==> src/hdl/pwa_pkg.sv <==
// types and constants shared by the world bounding box pipeline
package pwa_pkg;

  localparam logic [1:0] KIND_BOX     = 2'd0;
  localparam logic [1:0] KIND_SPHERE  = 2'd1;
  localparam logic [1:0] KIND_CAPSULE = 2'd2;

  localparam int MAT_W  = 20;
  localparam int LEN_W  = 35;
  localparam int PROD_W = MAT_W + LEN_W;
  localparam int EXT_W  = 43;

  typedef struct packed {
    logic [15:0]        object_tag;
    logic [1:0]         shape_kind;
    logic signed [31:0] center_x;
    logic signed [31:0] center_y;
    logic signed [31:0] center_z;
    logic [63:0]        quat_packed;
    logic signed [15:0] scale_x;
    logic signed [15:0] scale_y;
    logic signed [15:0] scale_z;
    logic [30:0]        size_a;
    logic [30:0]        size_b;
    logic [30:0]        size_c;
  } obj_t;

  typedef struct packed {
    logic [15:0]        tag_out;
    logic signed [31:0] min_x;
    logic signed [31:0] min_y;
    logic signed [31:0] min_z;
    logic signed [31:0] max_x;
    logic signed [31:0] max_y;
    logic signed [31:0] max_z;
  } aabb_t;

  typedef struct packed {
    logic [15:0]      tag;
    logic [1:0]       kind;
    logic [2:0][31:0] center;
  } side_t;

  typedef logic [2:0][2:0][MAT_W-1:0] mat_t;
  typedef logic [2:0][LEN_W-1:0]      len_t;
  typedef logic [2:0][EXT_W-1:0]      ext_t;

endpackage

==> src/hdl/pwa_corner.sv <==
// corners from centre and extent with saturation, output register
module pwa_corner (
  input  logic           clk,
  input  logic           rst,
  input  logic           en,
  input  logic           in_valid,
  input  pwa_pkg::side_t in_side,
  input  pwa_pkg::ext_t  ext,
  output logic           valid,
  output pwa_pkg::aabb_t box
);
  import pwa_pkg::*;

  logic signed [EXT_W+1:0]  lo [3];
  logic signed [EXT_W+1:0]  hi [3];
  logic signed [31:0]       lo_s [3];
  logic signed [31:0]       hi_s [3];
  aabb_t                    box_next;

  function automatic logic signed [31:0] sat(input logic signed [EXT_W+1:0] v);
    if (v > (EXT_W+2)'(32'sh7fffffff)) sat = 32'sh7fffffff;
    else if (v < -(EXT_W+2)'(64'sh80000000)) sat = 32'sh80000000;
    else sat = 32'(v);
  endfunction

  always_comb begin
    for (int i = 0; i < 3; i++) begin
      lo[i]   = (EXT_W+2)'($signed(in_side.center[i])) - $signed({2'b00, ext[i]});
      hi[i]   = (EXT_W+2)'($signed(in_side.center[i])) + $signed({2'b00, ext[i]});
      lo_s[i] = sat(lo[i]);
      hi_s[i] = sat(hi[i]);
    end
    box_next.tag_out = in_side.tag;
    box_next.min_x   = lo_s[0];
    box_next.min_y   = lo_s[1];
    box_next.min_z   = lo_s[2];
    box_next.max_x   = hi_s[0];
    box_next.max_y   = hi_s[1];
    box_next.max_z   = hi_s[2];
  end

  always_ff @(posedge clk) begin
    if (rst) begin
      valid <= 1'b0;
    end else if (en) begin
      valid <= in_valid;
    end
  end

  always_ff @(posedge clk) begin
    if (en) begin
      box <= box_next;
    end
  end

endmodule

==> config.mk <==
export PLATFORM = sky130hd
export DESIGN_NAME = pwa_corner
export DESIGN_NICKNAME = d
export VERILOG_FILES = /design/src/hdl/pwa_pkg.sv /design/src/hdl/pwa_corner.sv
export SDC_FILE = /design/constraint.sdc
export NUM_CORES = 1
export LEC_CHECK = 0
export BUFFER_PORTS_ARGS = -buffer_cell sky130_fd_sc_hd__buf_2
export CAP_MARGIN = 20
export CORE_MARGIN = 4
export CORE_UTILIZATION = 25
export CTS_BUF_LIST = sky130_fd_sc_hd__clkbuf_16
export DETAILED_ROUTE_END_ITERATION = 10
export MAX_ROUTING_LAYER = met4
export PLACE_DENSITY_LB_ADDON = 0.12
export SYNTH_ARGS = -nofsm -noshare
export SYNTH_HDL_FRONTEND = slang
export SYNTH_SLANG_ARGS = --single-unit
==> constraint.sdc <==
create_clock -name clk -period 4.85 [get_ports clk]
set_clock_uncertainty 0.15 [all_clocks]
set_input_delay 0.97 -clock clk [delete_from_list [all_inputs] [get_ports clk]]
set_output_delay 0.97 -clock clk [all_outputs]
set_load 0.02 [all_outputs]
==> results.json <==
{
  "routed-via-count": 25841,
  "r2r_end": "valid",
  "ir_drop_mv": 0.3129,
  "wl_per_cell_um": 19.47,
  "die_area_mm2": 0.1010,
  "fp.dieW_um": 317.8,
  "worstMarginPinSlew_ps": 785.2,
  "cts_buffers": 29,
  "critical_path_peak_fanout": 31,
  "netlist_area_mm2": 0.02400,
  "cp-startpoint": "in_side[64]",
  "endpoint": "box[23]",
  "max-cap-violations": 0,
  "fmax_mhz": 214.3,
  "fin_nets": 4500,
  "io_pins": 456,
  "crit_required_ps": 5020,
  "min_period_ps": 4667,
  "start_kind": "primary input",
  "grt_max_degree": 78,
  "async_flop_share_pct": 0,
  "r2r_setup_slack_ps": 4120,
  "timing.hold.ws_ps": 355.3,
  "syn-instance-count": 2987,
  "use_met2_pct": 33.07,
  "initial_core_util_pct": 25.22,
  "max-clock-path-buffers": 3,
  "dr.pass1.iters": 6,
  "mostFrequentLayoutCells": "buf_4, buf_2, a21oi_1",
  "drt_iter0_drc": 1642,
  "ys_ff_latch": 209,
  "holdBufCountCts": 0,
  "finalHoldViolCount": 0,
  "grt_pass1_vias": 26031,
  "p_leak_nw": 15.32,
  "ant_nets": 0,
  "layout_commonest_cell": "buf_4",
  "path_clk_slew_ps": 60,
  "seqCellArea_mm2": 0.006266,
  "avgSynthCellArea_um2": 8.035,
  "powerDensity_mw_per_mm2": 258.7,
  "postCtsSetupRepairBufs": 0,
  "yosysWarnings": 0,
  "grtUsageMet3_pct": 2.321,
  "r2r_cells": 2,
  "drt-vias-per-instance": 4.893,
  "arrival_ps": 4840,
  "cts_max_level": 1,
  "antenna_found_initial": 19,
  "setup_viol": 0,
  "status": "complete, no violations",
  "n_fill_cell": 10264,
  "slew_viol_final": 0,
  "row_count": 113,
  "core_mm2": 0.09515,
  "ys_types": 87,
  "min_period_over_period_pct": 96.22,
  "dominantRegCellSynth": "edfxtp_1",
  "portBuffers": 453,
  "routed_wl_mm": 102.8,
  "grt-ovfl-total": 0,
  "rsz0062_at_grt": "false",
  "dp.final_hpwl_mm": 86.78,
  "seq_area_frac_synth_pct": 26.11,
  "r2r-start": "valid",
  "grt_pass1_wl_mm": 155.3,
  "post-route-drc-count": 0,
  "post-route-util_pct": 35.22,
  "top_usage_layer": "met2",
  "synth_edf_count": 208,
  "die_h_um": 317.8,
  "worstSkewPairLatency_ps": 590,
  "syn_nets": 3501,
  "grt_usage_pct": 19.99,
  "use_met1_pct": 26.02,
  "drive_gt1_share_pct": 30.82,
  "synthToLayoutAreaGrowth_pct": 39.65,
  "cts_root_buf": "clkbuf_16",
  "crit_type": "in2reg",
  "slew_headroom_pct": 46.82,
  "clock-sinks": 209,
  "min_path_type": "reg2reg",
  "gp_congestion": 0.9128,
  "cp-end-kind": "register",
  "multi_input_area_mm2": 0.01619,
  "cts_tree": "done"
}
## Yosys cell counts (15+ instances only)
master     number  share of area (%)
o21ai_1        36               0.75
o21a_1         27               0.84
buf_1          15               0.23
and3_1         20               0.52
a21oi_1       283                5.9
a211oi_1       33                1.0
a21o_1         83                2.6
o31ai_1        52                1.6
inv_1         266                4.2
nor4_1         50                1.3
clkbuf_1       96                1.5
edfxtp_1      208                 26
o21ai_0       254                5.3
o211ai_1       20               0.63
nor2b_1        40                1.0
nand4_1        49                1.3
o2111ai_1      15               0.55
buf_2          37               0.77
ha_1          261                 14
nand2b_1       23               0.60
nor2_1        236                3.7
a31oi_1        35               0.91
xnor2_1       185                6.8
nand2_1       182                2.8
nor3_1         64                1.3
xor2_1         29                1.1
nand3_1        54                1.1
or3_1          16               0.42
or2_2          20               0.52
o21bai_1       55                1.7
## kinds of logic (layout without fill, tap and decap cells)
family / after synthesis / after routing / synth area share, %
AOI/OAI and AO/OA: 1056 / 1056 / 28.25
xor gates and xnor gates: 214 / 214 / 7.809
adders and majority gates: 267 / 267 / 14.11
buffers and inverters: 427 / 1447 / 7.001
DFF: 209 / 209 / 26.11
muxes: 11 / 11 / 0.4796
other: 0 / 9 / 0
and+or+nand+nor: 803 / 803 / 16.24
## flip-flops by register name (all words and copies together) (netlist names)
| register | cells |
|---|---|
| box | 208 |
| valid | 1 |
## worst min-delay path by stage
| stage | from | endpoint | slack [ps] | cells after the start |
|---|---|---|---|---|
| floorplan | valid | valid | 430 | 2 |
| global placement | valid | valid | 320 | 2 |
| detailed placement | valid | valid | 360 | 2 |
| CTS | rst | valid | 330 | 2 |
| global route | rst | valid | 350 | 2 |
| finish | valid | valid | 360 | 2 |
## what timing repair did
| action | in CTS | in global routing |
|---|---|---|
| resized for setup | 1 | 13 |
| setup endpoints to repair | 31 | 97 |
| hold endpoints to repair | 0 | 0 |
| pin swaps | 0 | 1 |
## power breakdown
part	leakage (nW)	internal (mW)	switching, mW
sequential	2.04	2.28	0.0813
combinational	12.8	1.75	2.45
clock	0.461	1.19	0.917
total	15.3	5.23	3.45
## routing by layer
metal | vias to the layer above | wire length [um]
li1 | 12898 | -
met1 | 12211 | 46870
met2 | 603 | 48270
met3 | 129 | 4935
met4 | 0 | 2756
met5 | - | 0
## area by class of cell
type / instances / share of cell area (%)
sequential: 209 / 18.69
clock inverter: 23 / 0.5376
inverter: 271 / 3.035
tap: 1265 / 4.722
timing repair buffer: 1124 / 22.48
multi-input combinational: 2351 / 48.30
antenna: 9 / 0.06719
clock buffer: 29 / 2.165
## worst max-delay path: stages
cell      delay [ps]
buf_2            120
ha_1             220
fa_1             390
nand2b_1          90
a21oi_1           90
a221o_1          400
a31oi_4          200
o311ai_2         130
buf_4            190
or2_2            320
a311oi_1         640
nand4_1          160
nor4_1           320
a31o_2           230
buf_12           190
o21ai_0          130
## through the flow
stage	setup TNS (ps)	area, um2	worst slack (ps)	instances	power [mW]
after global placement	-78660	32490	-825.3	5219	6.613
after floorplan	0	24000	205.1	2987	4.656
final	0	33520	183.4	5281	8.672
after CTS	0	33410	5.800	5271	8.763
after detailed placement	-81240	32490	-818.2	5219	6.579
after global routing	0	33510	3.987	5278	9.217
Note: power is estimated with default switching activity, not from simulation.
